### src/hdl/dlf_ram.sv
// Generic simple dual-port RAM, one write port and one registered read port.
module dlf_ram #(
    parameter int WIDTH = 8,
    parameter int DEPTH = 80
) (
    input  logic                     i_clk,
    input  logic                     i_we,
    input  logic [$clog2(DEPTH)-1:0] i_waddr,
    input  logic [WIDTH-1:0]         i_wdata,
    input  logic [$clog2(DEPTH)-1:0] i_raddr,
    output logic [WIDTH-1:0]         o_rdata
);

    logic [WIDTH-1:0] r_mem [DEPTH];

    always_ff @(posedge i_clk) begin
        if (i_we) begin
            r_mem[i_waddr] <= i_wdata;
        end
        o_rdata <= r_mem[i_raddr];
    end

endmodule

### config.mk
export PLATFORM = sky130hd
export DESIGN_NAME = dlf_ram
export DESIGN_NICKNAME = d
export VERILOG_FILES = /design/src/hdl/dlf_ram.sv
export SDC_FILE = /design/constraint.sdc
export NUM_CORES = 1
export LEC_CHECK = 0
export ABC_AREA = 1
export BUFFER_PORTS_ARGS = -buffer_cell sky130_fd_sc_hd__clkbuf_2
export CORE_ASPECT_RATIO = 0.9
export CORE_MARGIN = 5
export CORE_UTILIZATION = 35
export CTS_CLUSTER_DIAMETER = 200
export DETAILED_ROUTE_END_ITERATION = 8
export GPL_ROUTABILITY_DRIVEN = 1
export GPL_TIMING_DRIVEN = 0
export HOLD_SLACK_MARGIN = 0.02
export PLACE_DENSITY_LB_ADDON = 0.3
export SLEW_MARGIN = 10
export SYNTH_ARGS = -nofsm -noshare
export SYNTH_HDL_FRONTEND = slang
export SYNTH_SLANG_ARGS = --single-unit
### constraint.sdc
create_clock -name i_clk -period 4.23 [get_ports i_clk]
set_clock_uncertainty 0.1 [all_clocks]
set_input_delay 0.846 -clock i_clk [delete_from_list [all_inputs] [get_ports i_clk]]
set_output_delay 0.846 -clock i_clk [all_outputs]
set_load 0.005 [all_outputs]
======== Yosys cells after proc, flatten, opt, wreduce, memory -nomap -nowiden ========
Memory sizes are Yosys's and may differ from the RTL's. A register that Yosys moved wholly into a read port is not among the register bits.
Index checks and enable logic that the tools add are counted.
operators by class
  bitwise gates (word level) .............. 0
  equal/unequal tests ..................... 0
  magnitude comparators ................... 0
  multipliers ............................. 0
  multiplexer cells ....................... 2
  shift-type cells ........................ 0
  div/mod/pow operators ................... 0
  add/subtract/negate cells ............... 0
  reductions and logical operators ........ 0
operators with widths
  operator          count
  1-bit 2-to-1 mux  2
storage, ports and cells
  word-level logic and storage cells ...... 3
  flip-flop bits (word level) ............. 0
  memories ................................ 1
  bits in latches ......................... 0
  memory bits (read-only) ................. 0
  RAM bits ................................ 640
  bits of input ports ..................... 24
memories
  memory  words  bits a word  rd ports  clocked after memory_dff  write ports  RTL line  source
  r_mem   80     8            1         1                         1            14        logic [WIDTH-1:0] r_mem [DEPTH];

======== Logic depth before layout (Yosys ltp) ========
  word-level depth ........................ 2
  depth in mapped cells ................... 14

======== Least setup slack after synthesis ========
OpenSTA, ideal clock, no wires.
  path type ............................... input to register
  start point ............................. input port i_we
  end point ............................... memory r_mem[43][0] (enable)
  stages .................................. 3
  path buffers ............................ 1
  data required time ...................... 3.760 ns
  path slack .............................. 1.989 ns
  arrival time ............................ 1.771 ns
  cells stage by stage .................... clkbuf_1 nand3_1 nor2_1
on the way
  cells in the longest elaborated chain, start to end .. 2
RTL lines
  what                                    RTL line  source
  start, declared                         7         input logic i_we,
  1-bit 2-to-1 mux                        17        if (i_we) begin
  1-bit 2-to-1 mux (not written as such)  18        r_mem[i_waddr] <= i_wdata;
  end, declared                           14
No other way between the ends.

======== Worst setup path in the final report ========
  start point ............................. input port i_waddr[2]
  end point ............................... memory r_mem[76][0] (enable)
RTL lines
  what             RTL line  source
  start, declared  8         input logic [$clog2(DEPTH)-1:0] i_waddr,
No word-level cell before the write port.

==> summary.md <==
| Metric | Value |
|---|---|
| Slew headroom | `a little under a fifth` |
| Post-DP Area | `0.0280 sq mm` |
| PortBufs | `23` |
| GRT overflow | `0` |
| IO Pins | `32` |
| Kind of critical path | `in -> reg` |
| Die area | `0.0811 sq mm` |
| Crit path DAT | `2700 ps` |
| CP top delay family | `simple AND/OR/NAND/NOR gates` |
| Hold Vio Cnt, Final | `0` |
| Fmax | `387 MHz` |
| Crit end category | `flip-flop` |
| CP max stage delay | `850 ps` |
| Pre-Repair DR Iteration Count | `5` |
| Detail Placement HPWL | `55.8 mm` |
| Setup-failing EPs final | `0` |
| CTS root buf | `clkbuf_16` |
| FP Rows | `95` |
| Pwr/cell area | `~460 mW/mm^2` |
| Placer congestion estimate | `0.933` |
| Total track usage | `19.7%` |
| Clock-pin slew on the worst setup and hold paths | `60 ps` |
| Hold-fix buffers, CTS | `0` |
| Worst Tran Pin Value | `1210 ps` |
| Final core occ | `between 40% and 50%` |
| Warnings, synthesis | `0` |
| Drt total wl | `81.1 mm` |
| CTS tree | `built` |
| Clock share of power | `41.3%` |
| Longest Clk Path Bufs | `3` |
| Vias in the first global route | `17000` |
| Total number of vias | `17700` |
| Fillers | `6936` |
| Setup TNS | `0 ps` |
| Nets | `2312` |
| Die Width | `300 um` |
| Pin count of the biggest net entering global routing | `62` |
| Quantity of gates resized following cts | `0` |
| CTS H-tree lvls | `3` |
| Die Ht | `271 um` |
| Seq cells post-synth | `between 600 and 700` |
| Commonest cells after routing, fill and taps aside | `640 x edfxtp_1, 633 x nand2_1, 483 x nand3_1, 149 x nor2_1, 69 x clkbuf_16` |
| Post-Synthesis Cells | `2188` |
| Final min period | `approximately 2600 ps` |
| Area grow syn2layout | `13.8%` |
| Initial DRC count | `around 2200` |
| Status | `completed` |
| Routed vias/inst | `5.36` |
| Initial antenna violation count | `1` |
| Worst IR Drop VDD | `0.000260 V` |
| Post-CTS setup buffers | `0` |
| Commonest non-fill, non-tap cell in the layout | `edfxtp_1` |
| Syn_nets | `between 2000 and 2500` |
| Leakage | `10.4 nW` |
| Initial core utilization | `35.3%` |
| Share of layout cells above drive strength 1 | `9.63%` |
| Worst path bufs/invs | `2` |
| Reg power frac | `51.7%` |
| Post-Layout Inst Area | `0.0300 sq mm` |
| Synth Cell Area | `0.0264 sq mm` |
| Switching Share | `22.8%` |
| Post-route ant nets | `0` |
| # clock sinks | `between 600 and 700` |
| Req. time, crit path | `4350 ps` |
| Residual DRC count | `0` |
| Post-synth cell types | `20` |
| Placed cell count | `3189` |
| Critical-path cell list | `clkbuf_2, inv_1, nor3_1, nand2_1, nor2_1` |
| Hold Crit Class | `in -> reg` |
| First-pass GRT wire length | `117 mm` |
| Crit path max fanout | `8` |
| Unrepaired setup endpoints after global routing | `no` |
| Slowest CP cell | `nor2_1` |
| Avg Cell Area, Syn | `12.1 sq um` |
| Fin cells | `3308` |
| Fin crit share | `61.1%` |
| Pint | `0.0106 W` |
| Switching Power | `~0.0031 W` |
| Max Cap Viol | `0` |
| Sequential fraction of the synthesis area | `73.4%` |
| Total power | `0.0137 W` |
| Max Slew Vio Count | `0` |
| Core Area | `0.0748 sq mm` |
| Worst setup SP type | `input port` |
| Total CTS buffers | `67` |
| Comb pwr share | `7.0%` |
| Routed wire per std cell | `24.5 um` |
| Clk_lat worst skew | `620 ps` |
==> layer usage <==
layer,GRT usage (%),vias up,routed length [um]
met5,0,-,0
met1,27.3,8753,33900
li1,-,8000,-
met2,30.9,823,37000
met3,3.78,139,7360
met4,7.32,0,2880
==> worst register-to-register path, stage by stage, from the launching register on <==
cell and delay, ps:
edfxtp_1 360, nand2_1 70, nand3_1 90, nand3_1 190, nand3_1 270, nand2_1 150
nand2_1 60, nand3_1 80, nand2_1 110, nand2_1 70, nand2_1 80
==> synthesized netlist by cell type, drive strengths merged <==
master	count	share of area (%)
dfxtp	8	0.61
nor3	8	0.15
clkbuf	31	0.45
o22ai	21	0.50
inv	21	0.33
buf	108	3.2
nand3	483	9.2
edfxtp	640	73
nor2	149	2.1
o21ai	75	1.4
o221ai	11	0.36
nand2	633	9.0
==> power by group through the flow <==
stage	clock (W)	sequential (W)	combinational [W]
4_1_cts	0.00573	0.00709	0.000955
5_1_grt	0.00601	0.00709	0.00103
3_5_place_dp	0	0.00723	0.000952
6_report	0.00566	0.00709	0.000964
2_1_floorplan	0	0.00723	0.000474
3_3_place_gp	0	0.00724	0.000912
==> registers in the layout, summed over array words and instances (netlist names) <==
register,cells
o_rdata,8
r_mem,640
==> cells by family after synthesis <==
logic type / share of synthesized area, %
AOI/OAI and AO/OA: 2.28
buffers and inverters: 3.92
DFF: 73.4
and+or+nand+nor: 20.4
==> final cells by class <==
type                       count  area (sq um)  area share (%)
sequential                   648         19400            64.5
clock buffer                  94          1850            6.16
clock inverter                23           218           0.725
inverter                      21          86.3           0.287
buffer                       139           950            3.16
tap                          970          1210            4.04
antenna                        2          5.00          0.0167
timing repair buffer          31           348            1.16
multi-input combinational   1380          6000            20.0
==> worst paths after layout <==
path,startpoint,end,slack (ps),cells after the start
max,i_waddr[2],r_mem[76][0],1650,5
min,i_raddr[6],o_rdata[3],560,3
max reg2reg,r_mem[49][1],o_rdata[1],2470,10
min reg2reg,r_mem[76][0],o_rdata[0],730,6
==> stage by stage <==
step / worst slack [ps] / hold WS (ps)
finish: 1650 / 559
global route: 1560 / 571
CTS: 1650 / 531
detailed placement: 1000 / 714
global placement: 989 / 708
floorplan: 1990 / 590
Note: power is estimated with default switching activity, not from simulation.
