`src/hdl/dlf_pkg.sv`:
```
// Shared constants for the duplicate line filter.
package dlf_pkg;

    localparam logic [7:0] CARRIAGE_RETURN = 8'd13;

    localparam logic [1:0] VERDICT_NEW  = 2'd0;
    localparam logic [1:0] VERDICT_DUP  = 2'd1;
    localparam logic [1:0] VERDICT_FULL = 2'd2;

endpackage

```
`src/hdl/dlf_front.sv`:
```
// Front end: cuts the byte stream into pieces and hands finished pieces to the back end.
module dlf_front import dlf_pkg::*; #(
    parameter int ENTRY_BYTES = 80
) (
    input  logic                           i_clk,
    input  logic                           i_rst_n,
    input  logic                           i_start,
    input  logic [7:0]                     i_char_code,
    input  logic                           i_line_end,
    input  logic                           i_pop,
    output logic                           o_job_valid,
    output logic [$clog2(ENTRY_BYTES)-1:0] o_job_len,
    output logic                           o_pwe,
    output logic [$clog2(ENTRY_BYTES)-1:0] o_pwaddr,
    output logic [7:0]                     o_pwdata
);

    localparam int LW = $clog2(ENTRY_BYTES);
    localparam logic [LW-1:0] PIECE_MAX = LW'(ENTRY_BYTES - 1);

    logic          r_job_valid, n_job_valid;
    logic [LW-1:0] r_job_len, n_job_len;
    logic [LW-1:0] r_plen, n_plen;
    logic [LW-1:0] r_clen, n_clen;
    logic          r_after_cr, n_after_cr;
    logic          accept;
    logic          keep;
    logic [LW-1:0] plen_inc;
    logic [LW-1:0] clen_inc;

    assign accept   = i_start && !r_job_valid;
    assign keep     = !i_line_end && !r_after_cr && (i_char_code != CARRIAGE_RETURN);
    assign plen_inc = r_plen + 1'b1;
    assign clen_inc = keep ? r_clen + 1'b1 : r_clen;

    assign o_pwe    = accept && keep;
    assign o_pwaddr = r_clen;
    assign o_pwdata = i_char_code;

    always_comb begin
        n_job_valid = r_job_valid && !i_pop;
        n_job_len   = r_job_len;
        n_plen      = r_plen;
        n_clen      = r_clen;
        n_after_cr  = r_after_cr;
        if (accept) begin
            if (i_line_end || plen_inc == PIECE_MAX) begin
                // piece closes: hand off and start over
                n_job_valid = 1'b1;
                n_job_len   = i_line_end ? r_clen : clen_inc;
                n_plen      = '0;
                n_clen      = '0;
                n_after_cr  = 1'b0;
            end else begin
                n_plen = plen_inc;
                n_clen = clen_inc;
                if (i_char_code == CARRIAGE_RETURN) begin
                    n_after_cr = 1'b1;
                end
            end
        end
    end

    always_ff @(posedge i_clk) begin
        if (!i_rst_n) begin
            r_job_valid <= 1'b0;
            r_plen      <= '0;
            r_clen      <= '0;
            r_after_cr  <= 1'b0;
        end else begin
            r_job_valid <= n_job_valid;
            r_plen      <= n_plen;
            r_clen      <= n_clen;
            r_after_cr  <= n_after_cr;
        end
        r_job_len <= n_job_len;
    end

    assign o_job_valid = r_job_valid;
    assign o_job_len   = r_job_len;

endmodule

```
`config.mk`:
```
export PLATFORM = sky130hd
export DESIGN_NAME = dlf_front
export DESIGN_NICKNAME = d
export VERILOG_FILES = /design/src/hdl/dlf_pkg.sv /design/src/hdl/dlf_front.sv
export SDC_FILE = /design/constraint.sdc
export NUM_CORES = 1
export LEC_CHECK = 0
export ABC_AREA = 1
export BUFFER_PORTS_ARGS = -buffer_cell sky130_fd_sc_hd__buf_2
export CAP_MARGIN = 5
export CORE_AREA = 8 8 72 74
export CTS_CLUSTER_SIZE = 25
export DETAILED_ROUTE_END_ITERATION = 16
export DIE_AREA = 0 0 80 82
export PLACE_DENSITY_LB_ADDON = 0.2
export SKIP_CTS_REPAIR_TIMING = 1
export SYNTH_ARGS = -nofsm -noshare
export SYNTH_HDL_FRONTEND = slang
export SYNTH_SLANG_ARGS = --single-unit
```
`constraint.sdc`:
```
create_clock -name i_clk -period 2.25 [get_ports i_clk]
set_input_delay 0.45 -clock i_clk [delete_from_list [all_inputs] [get_ports i_clk]]
set_output_delay 0.45 -clock i_clk [all_outputs]
set_load 0.02 [all_outputs]
```
# After elaboration in Yosys (flattened, before gate mapping)

Cells that the tools add are included.

Bits in registers: 23
Bits of input ports: 13
Output and inout bits: 24
Logic and storage cells: 31

Add/subtract/negate cells: 2
Equal/unequal tests: 3
Mux-type cells: 8
Reduce and logical (&&, ||, !) cells: 13

Operators by type and width:

| kind                                                                   | count |
|---|---|
| 7-bit two-way mux                                                      | 4 |
| 7-bit by 1-bit adder with 7-bit output (second input constant)         | 2 |
| 8-bit by 4-bit equality test with 1-bit output (second input constant) | 1 |
| 8-bit by 4-bit != test with 1-bit output (second input constant)       | 1 |
| 7-bit equality test (second input constant)                            | 1 |
| 1-bit logical AND                                                      | 5 |
| 1-bit logical NOT                                                      | 4 |
| 1-bit two-way mux                                                      | 4 |
| 2-bit AND reduction                                                    | 2 |
| 2-bit nonzero test                                                     | 1 |
| 1-bit logical OR                                                       | 1 |

# Depth between registers and ports, before layout

Depth after elaboration: 5
Gate-level depth with buffers: 12

# Worst setup path before layout

No wires, ideal clock.

Path type: in2out
Start: input i_start
End: output o_pwe
Arrival: 1.239 ns
Data required time: 1.800 ns
Path slack: 0.561 ns
Cell stages on the path: 5
Buffers on the path: 1
Path through: inv_1 nor2_2 inv_1 buf_2 nor2_1

Word-level cells in the longest chain between the ends: 2

RTL lines:

| item              | line            | source |
|---|---|---|
| from (decl)       | dlf_front.sv:7  | `input logic i_start,` |
| 1-bit logical AND | dlf_front.sv:31 | `assign accept = i_start && !r_job_valid;` |
| 1-bit logical AND | dlf_front.sv:36 | `assign o_pwe = accept && keep;` |
| to (decl)         | dlf_front.sv:13 | `output logic o_pwe,` |

No other way between the ends.

# Final worst setup path

Start: register r_plen[1]
End: register r_job_len[2] (netlist: o_job_len[2]), enable pin

Word-level cells in the longest chain between the ends: 4

RTL lines:

| item                                   | line            | source |
|---|---|---|
| from (decl)                            | dlf_front.sv:23 | `logic [LW-1:0] r_plen, n_plen;` |
| from (signal assigned)                 | dlf_front.sv:72 | `r_plen <= n_plen;` |
| 7-bit by 1-bit adder with 7-bit output | dlf_front.sv:33 | `assign plen_inc = r_plen + 1'b1;` |
| 7-bit equality test                    | dlf_front.sv:47 | `if (i_line_end \|\| plen_inc == PIECE_MAX) begin` |
| 1-bit logical OR                       | dlf_front.sv:47 |  |
| 2-bit AND reduction (no source line)   | --              |  |
| to (signal assigned)                   | dlf_front.sv:76 | `r_job_len <= n_job_len;` |
| to (decl)                              | dlf_front.sv:22 | `logic [LW-1:0] r_job_len, n_job_len;` |

No other way between the ends.
A chain may end at the register's enable or synchronous reset.

==> results_dict.tcl <==
set metrics [dict create \
    status "complete, no violations" \
    dieArea_mm2 0.00656 \
    vias 1213 \
    p_leak_nw 0.729 \
    finalInstanceArea_mm2 0.00159 \
    synth_nets 212 \
    drv_slew 0 \
    cp.depth 9 \
    die_w_um 80 \
    gp_congestion 0.830 \
    drt_wl_total_mm 2.95 \
    worst_pin_slew_ns 0.346 \
    cp.required_ns 2.22 \
    regToRegSetupSlack_ns 0.45 \
    finalSetupViolCount 0 \
    pwr-share-seq_pct 54.1 \
    crit_fanout 10 \
    period_minus_slack_ns 1.80 \
    cts_tree "done" \
    numCtsBuffers 3 \
    start_util_pct 33.0 \
    endpoint "o_job_len[2]$_DFFE_PP_" \
    period_share_pct 79.8 \
    p_sw_w 0.000218 \
    path_delay_family "simple AND/OR/NAND/NOR gates" \
    rsz0062_at_grt "no" \
    critical_path_class "flop to flop" \
    htreeDepth 1 \
    utilization_pct 38.4 \
    ys_types 24 \
    finalHoldViolCount 0 \
    cts-root-buf "clkbuf_8" \
    hold_class "input port to flop" \
    drive_gt1_share_pct 23.0 \
    clockBufferDepth 2 \
    slew_headroom_pct 76.9 \
    grt_usage_pct 9.08 \
    fmax_ghz 0.557 \
    arrival_ns 1.76 \
    clk_pin_slew_ns 0.08 \
    cts_sinks 23 \
    grt_max_degree 20 \
    drc 0 \
    diodes 0 \
    drtIter0Drc 39 \
    crit_chain "ha_1 -> nand2_1 -> o21ai_1 -> nand3_1 -> nor2_1 -> nand2_2 -> nand2_2 -> nand2_4 -> inv_2" \
    areaGrowthSynthToFinish_pct 16.4 \
    power-per-cell-area_mw_per_mm2 517 \
    crit_path_frequent_cell "nand2_2" \
    rows 24 \
    maxCapViolations 0 \
    clkPwrFrac_pct 31.4 \
    io_pins 37 \
    grt_pass1_vias 1122 \
    r2r-end "o_job_len[2]$_DFFE_PP_" \
    hpwl_mm 2.37 \
    synth.cell_area_mm2 0.00137 \
    grt_pass1_wl_mm 4.84 \
    vias_per_cell 4.36 \
    ant_nets 0 \
    yosysWarnings 0 \
    hp-start "i_rst_n" \
    reg2reg_from "r_plen[1]$_SDFFE_PN0P_" \
    internal_power_w 0.000604 \
    antenna_found_initial 0 \
    clock_skew_ns 0.00355 \
    ir_worst_vdd_v 0.000189 \
    setup_tns_ns 0 \
    critPathLaunchType "flop" \
    syn_inst 196 \
    path_buf_inv 1 \
    worstRegToRegCells 9 \
    wl_per_cell_um 10.6 \
    worstSetupStartpoint "r_plen[1]$_SDFFE_PN0P_" \
    post_dp_cell_area_mm2 0.00155 \
    cp-end-kind "flop" \
    combPwrFrac_pct 14.5 \
    seq_area_frac_synth_pct 38.8 \
    slowest_stage "dfxtp_1" \
    max_stage_delay_ns 0.38 \
    core_area_mm2 0.00414 \
    insertion_delay_ns 0.26 \
    die_y_um 82 \
    port_buffers 36 \
    avgSynthCellArea_um2 6.97 \
    grt-ovfl-total 0 \
    swShare_pct 26.5 \
    synth-seq-cells 23 \
    hold_depth 3 \
    fin_nets 243 \
    first_pass_iters 4 \
]
## sequential cells by signal, indices dropped and copies added, names as in the netlist
name	count
o_job_len	7
o_pwaddr	7
r_plen	7
o_job_valid	1
r_after_cr	1
## routing by layer
metal / global-route usage (%) / up-vias / share of wire [%]
met3: 1.09 / 4 / 3.8
met1: 12.3 / 514 / 53
met5: 0 / - / 0
li1: - / 668 / -
met4: 4.91 / 0 / 1.9
met2: 13.7 / 27 / 41
## logic make-up after synthesis
kind of cell / after synthesis / synth area share [%]
xor+xnor: 5 / 3.20
flops: 23 / 38.8
simple gates: 100 / 31.4
mux: 1 / 0.733
fa+ha+maj: 3 / 2.75
compound gates: 22 / 8.88
buf+inv: 42 / 14.2
## power by group through the flow
stage | clock [W] | sequential (W) | combinational (W)
after floorplan | 0 | 0.000465 | 0.0000765
after global placement | 0 | 0.000455 | 0.000121
after detailed placement | 0 | 0.000455 | 0.000121
after CTS | 0.000263 | 0.000445 | 0.000121
after global routing | 0.000275 | 0.000447 | 0.000133
final | 0.000258 | 0.000445 | 0.000119
## worst min-delay path by stage
stage | end | slack (ns)
2_1_floorplan | r_plen[5]$_SDFFE_PN0P_ | 0.47
3_3_place_gp | o_pwaddr[6]$_SDFFE_PN0P_ | 0.50
3_5_place_dp | o_pwaddr[6]$_SDFFE_PN0P_ | 0.49
4_1_cts | o_job_valid$_SDFF_PN0_ | 0.46
5_1_grt | o_job_valid$_SDFF_PN0_ | 0.46
6_report | r_plen[6]$_SDFFE_PN0P_ | 0.47
## metrics by stage
step / std cells / hold slack [ns] / power (W) / setup WS [ns]
2_1_floorplan: 196 / 0.470 / 0.000541 / 0.561
5_1_grt: 278 / 0.464 / 0.000855 / 0.282
6_report: 278 / 0.473 / 0.000822 / 0.454
3_3_place_gp: 274 / 0.495 / 0.000576 / 0.504
4_1_cts: 278 / 0.461 / 0.000829 / 0.444
3_5_place_dp: 274 / 0.493 / 0.000576 / 0.464
## cells in the final DEF, fill, tap and decap left out, drive strengths merged
cell type	instances
mux2i	1
nor2	26
nand3	12
nand4	2
xor2	4
clkbuf	4
o21bai	3
buf	38
ha	3
nand2	59
inv	30
edfxtp	7
a21oi	9
xnor2	1
o21ai	10
dfxtp	16
nand3b	1
## final cells by class
type / instances / area (um2)
clock buffer: 4 / 45.0
sequential: 23 / 531
fill: 454 / 2550
timing repair buffer: 38 / 195
inverter: 30 / 113
multi-input combinational: 131 / 642
tap: 52 / 65.1
## cells in the mapped netlist
cell | instances | area share, %
buf_4 | 9 | 4.9
inv_2 | 2 | 0.55
o21ai_0 | 6 | 2.2
ha_1 | 3 | 2.7
dfxtp_1 | 16 | 23
o21bai_1 | 3 | 1.6
nand3b_1 | 1 | 0.55
nand4_1 | 2 | 0.92
o21ai_1 | 4 | 1.5
nand2_2 | 3 | 1.4
clkbuf_1 | 1 | 0.27
buf_2 | 2 | 0.73
inv_1 | 28 | 7.7
edfxtp_1 | 7 | 15
nand2_1 | 54 | 15
xor2_1 | 4 | 2.6
nand2_4 | 2 | 1.6
a21oi_2 | 1 | 0.64
nor2_2 | 3 | 1.4
nand3_1 | 12 | 4.4
nor2_1 | 23 | 6.3
a21oi_1 | 8 | 2.9
mux2i_1 | 1 | 0.73
xnor2_1 | 1 | 0.64
## worst min-delay path, stage by stage
cell and delay (ns):
buf_2 0.14, nand2_1 0.07, nor2_1 0.04
Note: power is estimated with default switching activity, not from simulation.
